[config.mk]
export PLATFORM = sky130hd
export DESIGN_NAME = mount_guard_mode_controller
export DESIGN_NICKNAME = d
export VERILOG_FILES = /design/src/hw/rtl/mgmc_pkg.sv /design/src/hw/rtl/mgmc_step.sv /design/src/hw/rtl/mount_guard_mode_controller.sv
export SDC_FILE = /design/constraint.sdc
export NUM_CORES = 1
export LEC_CHECK = 0
export BUFFER_PORTS_ARGS = -buffer_cell sky130_fd_sc_hd__buf_2
export CORE_ASPECT_RATIO = 2
export CORE_MARGIN = 8
export CORE_UTILIZATION = 45
export DETAILED_ROUTE_END_ITERATION = 10
export MAX_ROUTING_LAYER = met4
export PLACE_DENSITY = 0.76
export SLEW_MARGIN = 30
export SYNTH_ARGS = -nofsm -noshare
export SYNTH_HDL_FRONTEND = slang
export SYNTH_SLANG_ARGS = --single-unit
[constraint.sdc]
create_clock -name i_clk -period 5.1 [get_ports i_clk]
set_input_delay 1.02 -clock i_clk [delete_from_list [all_inputs] [get_ports i_clk]]
set_output_delay 1.02 -clock i_clk [all_outputs]
set_load 0.005 [all_outputs]
[src/hw/rtl/mgmc_pkg.sv]
`timescale 1ns / 1ps
`default_nettype none

package mgmc_pkg;

    // Event codes carried in the slave-side tuser
    typedef enum logic [2:0] {
        FUNC_SET_MODE  = 3'd0,
        FUNC_REQUEST   = 3'd1,
        FUNC_RELEASE   = 3'd2,
        FUNC_BEGIN_WR  = 3'd3,
        FUNC_END_WR    = 3'd4
    } t_func;

    typedef enum logic [2:0] {
        MODE_NORMAL   = 3'd0,
        MODE_EAGER    = 3'd1,
        MODE_LAME     = 3'd2,
        MODE_SHUTDOWN = 3'd3,
        MODE_DISABLED = 3'd4
    } t_mode;

    typedef enum logic [1:0] {
        CMD_NONE    = 2'd0,
        CMD_MOUNT   = 2'd1,
        CMD_UNMOUNT = 2'd2
    } t_cmd;

    localparam int FUNC_W   = 3;
    localparam int MODE_W   = 3;
    localparam int REPORT_W = 8;
    localparam int S_DATA_W = 8;
    localparam int M_DATA_W = 24;

    // Mode and mount flag, kept together as the device-side state
    typedef struct packed {
        t_mode mode;
        logic  mounted;
    } t_ctl;

    // Per-event status flags reported with the result
    typedef struct packed {
        logic granted;
        t_cmd cmd;
        logic err;
    } t_flags;

endpackage

`default_nettype wire

[src/hw/rtl/mgmc_step.sv]
`timescale 1ns / 1ps
`default_nettype none

module mgmc_step #(
    parameter int MAX_COUNT = 255,
    parameter int CW        = 8
) (
    input  wire logic [mgmc_pkg::FUNC_W-1:0] i_func,
    input  wire logic [mgmc_pkg::MODE_W-1:0] i_new_mode,
    input  wire logic                        i_forced,
    input  wire logic                        i_mount_ok,
    input  wire mgmc_pkg::t_ctl              i_ctl,
    input  wire logic [CW-1:0]               i_holders,
    input  wire logic [CW-1:0]               i_forced_holders,
    input  wire logic [CW-1:0]               i_writes,
    output mgmc_pkg::t_ctl                   o_ctl,
    output logic [CW-1:0]                    o_holders,
    output logic [CW-1:0]                    o_forced_holders,
    output logic [CW-1:0]                    o_writes,
    output mgmc_pkg::t_flags                 o_flags
);
    import mgmc_pkg::*;

    localparam logic [CW-1:0] CNT_MAX = CW'(MAX_COUNT);

    logic          admit;
    logic          idle;
    logic [CW-1:0] h_dec;
    logic [CW-1:0] f_dec;

    always_comb begin
        admit = !(i_ctl.mode == MODE_DISABLED || i_ctl.mode == MODE_SHUTDOWN)
                && !(i_ctl.mode == MODE_LAME && !i_forced);
        idle  = i_ctl.mounted && (i_holders == '0);
        h_dec = i_holders - CW'(1);
        f_dec = i_forced_holders;

        o_ctl            = i_ctl;
        o_holders        = i_holders;
        o_forced_holders = i_forced_holders;
        o_writes         = i_writes;
        o_flags          = '{granted: 1'b0, cmd: CMD_NONE, err: 1'b0};

        unique case (i_func)
            FUNC_SET_MODE: begin
                if (i_new_mode <= MODE_DISABLED && i_new_mode != i_ctl.mode) begin
                    unique case (i_new_mode)
                        MODE_NORMAL: begin
                            if (!i_ctl.mounted && i_holders != '0)
                                o_flags.cmd = CMD_MOUNT;
                        end
                        MODE_EAGER: begin
                            if (idle)
                                o_flags.cmd = CMD_UNMOUNT;
                            else if (!i_ctl.mounted && i_holders != '0)
                                o_flags.cmd = CMD_MOUNT;
                        end
                        MODE_LAME: begin
                            if (!i_ctl.mounted && i_forced_holders != '0)
                                o_flags.cmd = CMD_MOUNT;
                            else if (idle)
                                o_flags.cmd = CMD_UNMOUNT;
                        end
                        MODE_SHUTDOWN: begin
                            if (idle)
                                o_flags.cmd = CMD_UNMOUNT;
                        end
                        default: begin
                            // disabled drops the device regardless of holders
                            if (i_ctl.mounted)
                                o_flags.cmd = CMD_UNMOUNT;
                        end
                    endcase
                    if (o_flags.cmd == CMD_MOUNT)
                        o_ctl.mounted = i_mount_ok;
                    else if (o_flags.cmd == CMD_UNMOUNT)
                        o_ctl.mounted = 1'b0;
                    o_ctl.mode = t_mode'(i_new_mode);
                end
            end
            FUNC_REQUEST: begin
                if (admit && i_holders < CNT_MAX) begin
                    if (!i_ctl.mounted) begin
                        o_flags.cmd   = CMD_MOUNT;
                        o_ctl.mounted = i_mount_ok;
                    end
                    if (o_ctl.mounted) begin
                        o_holders       = i_holders + CW'(1);
                        o_flags.granted = 1'b1;
                        if (i_forced && i_forced_holders < CNT_MAX)
                            o_forced_holders = i_forced_holders + CW'(1);
                    end
                end
            end
            FUNC_RELEASE: begin
                if (i_holders == '0) begin
                    o_flags.err = 1'b1;
                end else begin
                    o_holders = h_dec;
                    if (i_forced) begin
                        if (i_forced_holders != '0)
                            f_dec = i_forced_holders - CW'(1);
                        else
                            o_flags.err = 1'b1;
                    end
                    o_forced_holders = (f_dec > h_dec) ? h_dec : f_dec;
                    if (i_ctl.mounted && h_dec == '0 && i_ctl.mode != MODE_NORMAL) begin
                        o_flags.cmd   = CMD_UNMOUNT;
                        o_ctl.mounted = 1'b0;
                    end
                end
            end
            FUNC_BEGIN_WR: begin
                if (i_ctl.mounted && admit && i_writes < CNT_MAX) begin
                    o_writes        = i_writes + CW'(1);
                    o_flags.granted = 1'b1;
                end
            end
            FUNC_END_WR: begin
                if (i_writes == '0)
                    o_flags.err = 1'b1;
                else
                    o_writes = i_writes - CW'(1);
            end
            default: begin
                // unused event codes only report the status
            end
        endcase
    end

endmodule

`default_nettype wire

[src/hw/rtl/mount_guard_mode_controller.sv]
`timescale 1ns / 1ps
`default_nettype none

// Channel   Dir  Handshake                   Payload
// s_axis    in   s_axis_tvalid/s_axis_tready tdata: new_mode, forced, mount_ok
//                                            tuser: func
// m_axis    out  m_axis_tvalid/m_axis_tready tdata: granted .. count_error
//
// One event per cycle while m_axis is not stalled. The step logic reads the
// state registers and the incoming transaction and writes the new state and
// the result register in the same edge, so the result shows in the cycle after
// the event is accepted. Reset (i_rst_n low, synchronous) returns to normal
// mode, unmounted, zero counts, and empties the result register. A stall on
// m_axis holds the result; s_axis_tready stays high while the result register
// is empty or being drained in the same cycle.

module mount_guard_mode_controller #(
    parameter int MAX_COUNT = 255
) (
    input  wire logic                          i_clk,
    input  wire logic                          i_rst_n,
    input  wire logic                          s_axis_tvalid,
    output logic                               s_axis_tready,
    // [2:0] new_mode, [3] forced, [4] mount_ok, [7:5] zero
    input  wire logic [mgmc_pkg::S_DATA_W-1:0] s_axis_tdata,
    // [2:0] func
    input  wire logic [mgmc_pkg::FUNC_W-1:0]   s_axis_tuser,
    output logic                               m_axis_tvalid,
    input  wire logic                          m_axis_tready,
    // [0] granted, [2:1] device_command, [3] is_mounted, [6:4] current_mode,
    // [14:7] pending_mounts, [22:15] pending_writes, [23] count_error
    output logic [mgmc_pkg::M_DATA_W-1:0]      m_axis_tdata
);
    import mgmc_pkg::*;

    // counter width follows the saturation limit
    localparam int CW = $clog2(MAX_COUNT + 1);

    // device state
    t_ctl          r_ctl,     n_ctl;
    logic [CW-1:0] r_holders, n_holders;
    logic [CW-1:0] r_fholders, n_fholders;
    logic [CW-1:0] r_writes,  n_writes;
    t_flags        n_flags;

    // result register
    logic                r_out_valid;
    logic [M_DATA_W-1:0] r_out_data;

    logic s_fire;

    assign s_axis_tready = !r_out_valid || m_axis_tready;
    assign s_fire        = s_axis_tvalid && s_axis_tready;
    assign m_axis_tvalid = r_out_valid;
    assign m_axis_tdata  = r_out_data;

    mgmc_step #(
        .MAX_COUNT (MAX_COUNT),
        .CW        (CW)
    ) u_step (
        .i_func           (s_axis_tuser),
        .i_new_mode       (s_axis_tdata[2:0]),
        .i_forced         (s_axis_tdata[3]),
        .i_mount_ok       (s_axis_tdata[4]),
        .i_ctl            (r_ctl),
        .i_holders        (r_holders),
        .i_forced_holders (r_fholders),
        .i_writes         (r_writes),
        .o_ctl            (n_ctl),
        .o_holders        (n_holders),
        .o_forced_holders (n_fholders),
        .o_writes         (n_writes),
        .o_flags          (n_flags)
    );

    // state only moves on an accepted transaction
    always_ff @(posedge i_clk) begin
        if (!i_rst_n) begin
            r_ctl      <= '{mode: MODE_NORMAL, mounted: 1'b0};
            r_holders  <= '0;
            r_fholders <= '0;
            r_writes   <= '0;
        end else if (s_fire) begin
            r_ctl      <= n_ctl;
            r_holders  <= n_holders;
            r_fholders <= n_fholders;
            r_writes   <= n_writes;
        end
    end

    always_ff @(posedge i_clk) begin
        if (!i_rst_n) begin
            r_out_valid <= 1'b0;
        end else if (s_fire) begin
            r_out_valid <= 1'b1;
        end else if (m_axis_tready) begin
            r_out_valid <= 1'b0;
        end
    end

    // reported counts are the low byte of the counters
    always_ff @(posedge i_clk) begin
        if (s_fire) begin
            r_out_data <= {n_flags.err,
                           REPORT_W'(n_writes),
                           REPORT_W'(n_holders),
                           n_ctl.mode,
                           n_ctl.mounted,
                           n_flags.cmd,
                           n_flags.granted};
        end
    end

endmodule

`default_nettype wire

==> flow_metrics.tcl, run 1 <==
set metrics [dict create \
    status "finished clean" \
    drt_iter0_drc 334 \
    drive_gt1_frac 0.139 \
    endpoint "r_fholders[4]" \
    yosys_warnings 0 \
    finalWirelength_microns 11800 \
    cts_sinks 53 \
    end_kind "register" \
    die-height_microns 148 \
    worst_pin_slew_ps 907 \
    hold_path.class "reg2reg" \
    p_sw_mw 0.336 \
    min_period_ps 3640 \
    antenna_found_initial 0 \
    p_int_mw 0.785 \
    met2_usage 0.370 \
    holdPathStages 2 \
    dpl_cell_area_sq_um 4080 \
    pwr_density_cell_nw_per_um2 264 \
    p_clk_frac 0.357 \
    h-tree-depth 2 \
    skew_ps 10.1 \
    leakagePower_nw 1.68 \
    r2r-start "r_fholders[0]" \
    io_pins 41 \
    initial_core_util 0.460 \
    overflow 0 \
    reg2reg_depth 12 \
    slew_headroom 0.390 \
    drv_cap 0 \
    area_growth_pct 8.36 \
    cts_root_buf "clkbuf_16" \
    diodes 0 \
    clockBufferDepth 2 \
    num_rows 48 \
    synth_largest_area_cell "edfxtp_1" \
    rr_endpoint "r_fholders[4]" \
    p_seq_frac 0.432 \
    wl_per_cell_microns 20.1 \
    fillerInstances 851 \
    clk_latency_ps 300 \
    fmax_mhz 274 \
    ys.flop_type "dfxtp_1" \
    whs_ps 545 \
    grt_pass1_wl_microns 18700 \
    synthTopCellsByArea "edfxtp_1 (18%), dfxtp_1 (15%), ha_1 (5.7%)" \
    cts_tree "built" \
    crit_arrival_ps 3830 \
    ys_types 76 \
    globalplace.congestion 0.989 \
    ff_latch_area_sq_um 1300 \
    sw_frac_of_total 0.300 \
    avgSynthCellArea_sq_um 8.34 \
    share_comb_of_total_power 0.211 \
    syn_nets 503 \
    io_buffers 37 \
    busiest_layer "met2" \
    path_max_fanout 8 \
    dp_slack_ps 1240 \
    post_cts_buffers 0 \
    use_met3 0.0225 \
    drc 0 \
    hold_buffers 0 \
    fin_nets 521 \
    use_met1 0.187 \
    core-area_sq_um 8530 \
    grt_max_degree 45 \
    multi_input_area_sq_um 2400 \
    grt_pass1_vias 3670 \
    finalSetupViolations 0 \
    finalWorstSetupSlack_ps 1460 \
    cp-startpoint "s_axis_tdata[3]" \
    clkTransAtPathRegs_ps 80 \
    netlist_area_sq_um 3920 \
    setup-tns-final_ps 0 \
    viasPerCell 6.51 \
    yosysTopAreaCellShare 0.184 \
    syn_inst 470 \
    ant_nets 0 \
    synth-edff-count 24 \
    crit_type "in2reg" \
    regToRegSetupSlack_ps 1640 \
    vias 3832 \
    drt_first_pass_iters 5 \
    ys_seq_area_frac 0.332 \
    rsz0062_at_grt "no" \
    cp.required_ps 5280 \
    cts_resized 0 \
    dpl.hpwl_microns 8770 \
    die_x_microns 82.0 \
    final_area_sq_um 4250 \
    vdd_drop_max_v 0.000228 \
    hold_viol 0 \
    finalCritPeriodShare 0.715 \
    grt.total_usage 0.203 \
    numCtsBuffers 5 \
    finalMaxSlewViolations 0 \
    critPathLaunchType "input port" \
    synth.ff_latch_count 53 \
    synthArstFlopShare 0 \
    dieArea_sq_um 12100 \
]
## cell type report
type                       count  share of cell area
sequential                    53               0.306
multi-input combinational    376               0.565
inverter                      12              0.0106
tap                          100              0.0294
timing repair buffer          40              0.0489
clock inverter                 2             0.00913
clock buffer                   6              0.0303
## Yosys cell counts (9+ instances only)
library cell	number
clkbuf_1	18
ha_1	18
o211ai_1	9
dfxtp_1	29
edfxtp_1	24
nor2_1	41
a21oi_1	33
nand2_1	48
nand3_1	12
a31oi_1	10
and3_1	12
o21ai_0	38
nor3b_1	9
inv_1	12
xnor2_1	11
nor3_1	18
## layer usage
| layer | up-vias | share of wire |
|---|---|---|
| li1 | 1814 | - |
| met4 | 0 | 0.054 |
| met1 | 1831 | 0.35 |
| met5 | - | 0 |
| met3 | 52 | 0.039 |
| met2 | 135 | 0.56 |
## worst min-delay path by stage
stage	slack, ps	to	startpoint
final	550	m_axis_tvalid	m_axis_tvalid
after global placement	540	m_axis_tvalid	m_axis_tvalid
after global routing	580	r_ctl[1]	r_ctl[1]
after detailed placement	540	m_axis_tvalid	m_axis_tvalid
after CTS	550	m_axis_tvalid	m_axis_tvalid
after floorplan	490	r_ctl[3]	r_ctl[3]
## state kept, by name, summed over array words and instances, names as in the netlist
name / cells
r_fholders: 8
r_holders: 8
m_axis_tdata: 24
m_axis_tvalid: 1
r_writes: 8
r_ctl: 4
## critical path, stage by stage
cell and delay, ps:
buf_2 180, nor4b_1 600, nand2_1 140, mux2_2 330, ha_1 340, nand4_1 160, nor2_1 100, a211o_1 320
and3_1 210, o21ai_0 290, a31oi_1 130
## cell families after synthesis
family                     count (synthesis)  synth area share
xor gates and xnor gates                  16            0.0357
DFF                                       53             0.332
muxes                                      4            0.0108
buffers and inverters                     41            0.0568
and+or+nand+nor                          189             0.252
AOI/OAI and AO/OA                        149             0.255
adders and majority gates                 18            0.0574
## power by group through the flow
stage | logic, mW | registers (mW) | clock network [mW]
global placement | 0.226 | 0.493 | 0
finish | 0.237 | 0.484 | 0.400
global route | 0.259 | 0.487 | 0.417
CTS | 0.233 | 0.484 | 0.401
floorplan | 0.167 | 0.488 | 0
detailed placement | 0.231 | 0.493 | 0
## cells in the final DEF, fill, tap and decap left out, drive strengths merged, types with 3 or more instances in the layout
| cell type | synthesis | layout |
|---|---|---|
| nand4 | 4 | 4 |
| nor3b | 9 | 9 |
| xor2 | 5 | 5 |
| a211oi | 8 | 8 |
| nand2 | 48 | 48 |
| edfxtp | 24 | 24 |
| nor2b | 6 | 6 |
| a31oi | 10 | 10 |
| a211o | 3 | 3 |
| nor3 | 19 | 19 |
| a21oi | 33 | 33 |
| nand2b | 4 | 4 |
| nand3 | 12 | 12 |
| nand3b | 4 | 4 |
| nor2 | 41 | 41 |
| or4 | 4 | 4 |
| inv | 12 | 11 |
| o21ba | 3 | 3 |
| a221oi | 8 | 8 |
| o21ai | 40 | 40 |
| dfxtp | 29 | 29 |
| a221o | 3 | 3 |
| or2 | 3 | 3 |
| and3 | 13 | 13 |
| o22ai | 4 | 4 |
| o31ai | 5 | 5 |
| o211ai | 10 | 10 |
| or3 | 6 | 6 |
| buf | 7 | 40 |
| clkbuf | 21 | 6 |
| xnor2 | 11 | 11 |
| ha | 18 | 18 |
| nor4 | 7 | 7 |
## per-stage QoR
stage | power (mW) | instances | util
after global routing | 1.16 | 589 | 0.498
after detailed placement | 0.724 | 581 | 0.479
after floorplan | 0.655 | 470 | -
final | 1.12 | 589 | 0.498
after CTS | 1.12 | 589 | 0.498
after global placement | 0.718 | 581 | 0.479
Note: power is estimated with default switching activity, not from simulation.
==> run 2: changes to the inputs <==
==> constraint.sdc (replaced) <==
create_clock -name i_clk -period 3.5 [get_ports i_clk]
set_input_delay 0.7 -clock i_clk [delete_from_list [all_inputs] [get_ports i_clk]]
set_output_delay 0.7 -clock i_clk [all_outputs]
set_load 0.005 [all_outputs]
==> run 2 against run 1 <==
Effect of this change: combinational power grew 58%; sequential cell count unchanged; sequential share of layout area shrank 0.72 points; via count is 2.3% higher; wire length rose by 1.5%; clock-buffer cell count grew 1; worst hold slack better by 22 ps; cell count is 2.2% higher; critical path type is now reg2reg; largest cell class unchanged; highest routed layer unchanged.
==> flow_metrics.tcl, run 2 (same netlist as run 1, synthesis figures left out) <==
set metrics [dict create \
    max_stage_delay_ps 400 \
    cts_resized 0 \
    dp.cells 594 \
    pwr_density_cell_nw_per_um2 382 \
    vias 3921 \
    worst_pin_slew_ps 882 \
    hold_path.class "reg2reg" \
    p_seq_frac 0.424 \
    cp.required_ps 3670 \
    grt.total_usage 0.206 \
    grt_pass1_wl_microns 19000 \
    crit_family "compound AO/OA/AOI/OAI gates" \
    crit_type "reg2reg" \
    fin_nets 534 \
    post_cts_buffers 0 \
    sw_frac_of_total 0.290 \
    io_buffers 37 \
    p_clk_frac 0.351 \
    setup-tns-final_ps 0 \
    clk_latency_ps 300 \
    critPathLaunchType "register" \
    cts_tree "built" \
    finalMaxSlewViolations 0 \
    final_common_cell "nand2_1" \
    diodes 0 \
    finalCritPeriodShare 0.938 \
    min-delay-start "r_ctl[2]" \
    drv_cap 0 \
    fillerInstances 821 \
    drive_gt1_frac 0.161 \
    core-area_sq_um 8530 \
    reg2reg_depth 13 \
    rr_endpoint "r_fholders[6]" \
    dpl.hpwl_microns 9050 \
    clockBufferDepth 2 \
    hold_buffers 0 \
    antenna_found_initial 0 \
    regToRegSetupSlack_ps 220 \
    vdd_drop_max_v 0.000261 \
    crit_chain "inv_1 > ha_1 > nor3b_1 > buf_4 > a21bo_2 > o21ai_0 > ha_1 > nor2b_1 > o211ai_1 > a211o_1 > nand2_1 > o211ai_1 > o31ai_1" \
    grt_pass1_vias 3888 \
    io_pins 41 \
    min_period_ps 3280 \
    end_kind "register" \
    dieArea_sq_um 12100 \
    stdcell_count 602 \
    ant_nets 0 \
    hold_viol 0 \
    grt_max_degree 46 \
    holdPathStages 2 \
    p_int_mw 1.18 \
    r2r-start "r_fholders[0]" \
    leakagePower_nw 1.75 \
    drt_first_pass_iters 6 \
    area_growth_pct 11.0 \
    drc 0 \
    status "finished clean" \
    overflow 0 \
    skew_ps 6.27 \
    cp_num_buf_inv 2 \
    drt_iter0_drc 341 \
    num_rows 48 \
    share_comb_of_total_power 0.225 \
    finalWirelength_microns 12000 \
    whs_ps 567 \
    p_sw_mw 0.482 \
    whs_endpoint "r_ctl[2]" \
    rsz0062_at_grt "no" \
    layout_common_cells "nand2_1 (48), nor2_1 (41), o21ai_0 (38)" \
    finalSetupViolations 0 \
    fmax_mhz 305 \
    clkTransAtPathRegs_ps 70 \
    largest_register_ffs 24 \
    slowest_stage "dfxtp_1" \
    initial_core_util 0.460 \
    path_max_fanout 7 \
    crit_arrival_ps 3450 \
    globalplace.congestion 1.02 \
    cts_root_buf "clkbuf_16" \
    h-tree-depth 2 \
    wl_per_cell_microns 19.9 \
    viasPerCell 6.51 \
    cp-startpoint "r_fholders[0]" \
    fin_util 0.510 \
    die-height_microns 148 \
    die_x_microns 82.0 \
    slew_headroom 0.407 \
    cts_sinks 53 \
    numCtsBuffers 5 \
]
[run 2: layout make-up]
class	instances	area, sq um	share of cell area
sequential	53	1300	0.299
clock buffer	7	143	0.0328
tap	100	125	0.0288
multi-input combinational	376	2400	0.552
inverter	12	45.0	0.0104
timing repair buffer	53	305	0.0702
clock inverter	1	30.0	0.00690
[run 2: worst max path at each step]
stage	endpoint	slack [ps]	cells after the start
finish	r_fholders[6]	220	13
global route	r_fholders[1]	20	13
CTS	r_fholders[3]	250	13
detailed placement	r_fholders[3]	110	13
global placement	r_fholders[3]	170	13
floorplan	r_fholders[1]	580	10
[run 2: per-layer routing]
metal  GRT usage  wire length (microns)
met1       0.182                   3960
met2       0.368                   6560
met3      0.0292                    566
met4       0.158                    920
met5           -                      0
[run 2: metrics by stage]
step           worst slack [ps]  total power [mW]  area [sq um]
2_1_floorplan               576             0.954          3920
3_3_place_gp                170              1.07          4180
3_5_place_dp                112              1.09          4180
4_1_cts                     254              1.66          4350
5_1_grt                    21.1              1.73          4350
6_report                    217              1.66          4350
[run 2: worst reg2reg max path: stages (launching register included)]
cell,delay (ps)
dfxtp_1,400
inv_1,140
ha_1,210
nor3b_1,130
buf_4,170
a21bo_2,240
o21ai_0,350
ha_1,320
nor2b_1,140
o211ai_1,220
a211o_1,290
nand2_1,130
o211ai_1,310
o31ai_1,100
[run 2: power groups by stage]
| stage | registers, mW | logic, mW | clock network (mW) |
|---|---|---|---|
| detailed placement | 0.718 | 0.367 | 0 |
| global placement | 0.717 | 0.355 | 0 |
| CTS | 0.705 | 0.369 | 0.587 |
| global route | 0.708 | 0.406 | 0.614 |
| floorplan | 0.711 | 0.243 | 0 |
| finish | 0.706 | 0.374 | 0.585 |
==> run 3: changes to the inputs <==
--- a/config.mk
+++ b/config.mk
@@ -5,6 +5,7 @@
 export SDC_FILE = /design/constraint.sdc
 export NUM_CORES = 1
 export LEC_CHECK = 0
+export ABC_AREA = 1
 export BUFFER_PORTS_ARGS = -buffer_cell sky130_fd_sc_hd__buf_2
 export CORE_ASPECT_RATIO = 2
 export CORE_MARGIN = 8
==> run 3 against run 2 <==
Effect of this change: register-to-register slack improved by 370 ps; combinational power rose by 56%; synthesized cell count rose by 29%; final area rose by 2.4%; largest power group unchanged.
==> flow_metrics.tcl, run 3 <==
set metrics [dict create \
    grt.total_usage 0.172 \
    grt_max_degree 36 \
    area_growth_pct 10.9 \
    initial_core_util 0.455 \
    grt_pass1_wl_microns 17600 \
    clk_latency_ps 300 \
    finalCritPeriodShare 0.833 \
    clockBufferDepth 2 \
    setup-tns-final_ps 0 \
    leakagePower_nw 2.29 \
    post_cts_buffers 0 \
    synthTopCellsByArea "edfxtp_1 (18%), nand2_1 (15%), dfxtp_1 (14%)" \
    synthArstFlopShare 0 \
    status "finished clean" \
    rsz0062_at_grt "no" \
    crit_type "reg2reg" \
    end_kind "register" \
    dp_slack_ps 461 \
    viasPerCell 5.43 \
    die_x_microns 82.8 \
    wl_met3_microns 627 \
    yosys-top-cells-count "nand2_1 (165), inv_1 (95), nor2_1 (54), nand3_1 (51), a21oi_1 (46)" \
    slew_headroom 0.471 \
    drv_cap 0 \
    cts_tree "built" \
    wl_met2_microns 4970 \
    drt_first_pass_iters 6 \
    diodes 0 \
    final_area_sq_um 4460 \
    skew_ps 8.63 \
    cts_sinks 53 \
    numCtsBuffers 5 \
    avgSynthCellArea_sq_um 6.63 \
    fmax_mhz 343 \
    fin_nets 675 \
    finalWirelength_microns 10200 \
    synth_most_common_cell "nand2_1" \
    finalWorstSetupSlack_ps 584 \
    ant_nets 0 \
    vias 4048 \
    grt_pass1_vias 3761 \
    min_period_ps 2920 \
    critPathLaunchType "register" \
    vdd_drop_max_v 0.000206 \
    cts_resized 0 \
    antenna_found_initial 0 \
    dpl_cell_area_sq_um 4300 \
    ys_types 35 \
    path_max_fanout 10 \
    io_buffers 37 \
    clkTransAtPathRegs_ps 70 \
    dpl.hpwl_microns 7690 \
    finalSetupViolations 0 \
    netlist_area_sq_um 4020 \
    crit_arrival_ps 3110 \
    die-height_microns 150 \
    pwr_density_cell_nw_per_um2 416 \
    drive_gt1_frac 0.103 \
    hold_path.class "reg2reg" \
    largest_register_ffs 24 \
    drt-met1-wl_microns 4390 \
    top_layer "met4" \
    cp.required_ps 3690 \
    final_common_cell "nand2_1" \
    io_pins 41 \
    regToRegSetupSlack_ps 580 \
    synth.ff_latch_count 53 \
    yosys_warnings 0 \
    syn_nets 639 \
    wl_per_cell_microns 13.7 \
    globalplace.congestion 0.934 \
    cts_root_buf "clkbuf_16" \
    hold_viol 0 \
    layout_common_cells "nand2_1 (165), inv_1 (95), nor2_1 (54)" \
    synth-edff-count 24 \
    num_rows 49 \
    syn_inst 606 \
    dieArea_sq_um 12400 \
    ys_seq_area_frac 0.324 \
    drc 0 \
    finalMaxSlewViolations 0 \
    worst_pin_slew_ps 792 \
    ys.flop_type "dfxtp_1" \
    h-tree-depth 2 \
    core-area_sq_um 8830 \
    synth_largest_area_cell "edfxtp_1" \
    yosysTopAreaCellShare 0.179 \
    hold_buffers 0 \
    drt_iter0_drc 425 \
    overflow 0 \
]
## run 3: changes by cell type after synthesis, moves of 12 or more
cell	previous run	this run
inv_1	12	95
nand4_1	4	18
nand2_1	48	165
nand3_1	12	51
nor2_1	41	54
clkbuf_1	18	6
a21oi_1	33	46
and3_1	12	0
## run 3: stage by stage
step	util	std cells	hold slack (ps)	power, mW
after detailed placement	0.488	737	545	1.34
after global routing	0.505	745	584	1.99
after global placement	0.488	737	539	1.33
final	0.505	745	544	1.85
after floorplan	-	606	525	1.19
after CTS	0.505	745	557	1.86
## run 3: area by class of cell
type | instances | area [sq um]
Tap cell | 102 | 128
Clock buffer | 5 | 125
Multi-Input combinational cell | 440 | 2270
Sequential cell | 53 | 1300
Fill cell | 923 | 4370
Inverter | 98 | 370
Timing Repair Buffer | 44 | 238
Clock inverter | 3 | 26.3
## run 3: cell families after synthesis
group           after synthesis  synth area share
compound gates               99             0.139
xor+xnor                     16            0.0349
fa+ha+maj                    18            0.0561
buf+inv                     113             0.112
flops                        53             0.324
simple gates                307             0.335
## run 3: worst paths after layout
| path | startpoint | end | cells after the start |
|---|---|---|---|
| setup / recovery | r_fholders[0] | r_fholders[3] | 19 |
| hold / removal | m_axis_tvalid | m_axis_tvalid | 2 |
| setup reg to reg | r_fholders[0] | r_fholders[3] | 19 |
| hold reg to reg | m_axis_tvalid | m_axis_tvalid | 2 |
## run 3: critical path: stages, from the launching register on
cell	delay, ps
dfxtp_1	330
inv_1	190
ha_1	190
inv_1	40
nor3_1	120
nand2_1	140
nor2_1	150
inv_1	100
nand3_1	90
inv_1	60
ha_1	290
nand2_1	80
nor2_1	150
nand2_1	80
o211ai_2	160
nand2_1	240
nand2_1	110
nand2_1	50
a21oi_1	190
nor2_1	60
## run 3: metal layers
metal,vias to the layer above,global-route usage
met5,-,-
met4,0,0.0779
met3,15,0.0311
met2,146,0.276
met1,1831,0.204
li1,2056,-
## run 3: report_power, final
group	switching, mW	internal [mW]	leakage (nW)
Clock	0.248	0.271	0.0680
Combinational	0.381	0.202	1.74
Sequential	0.0445	0.707	0.481
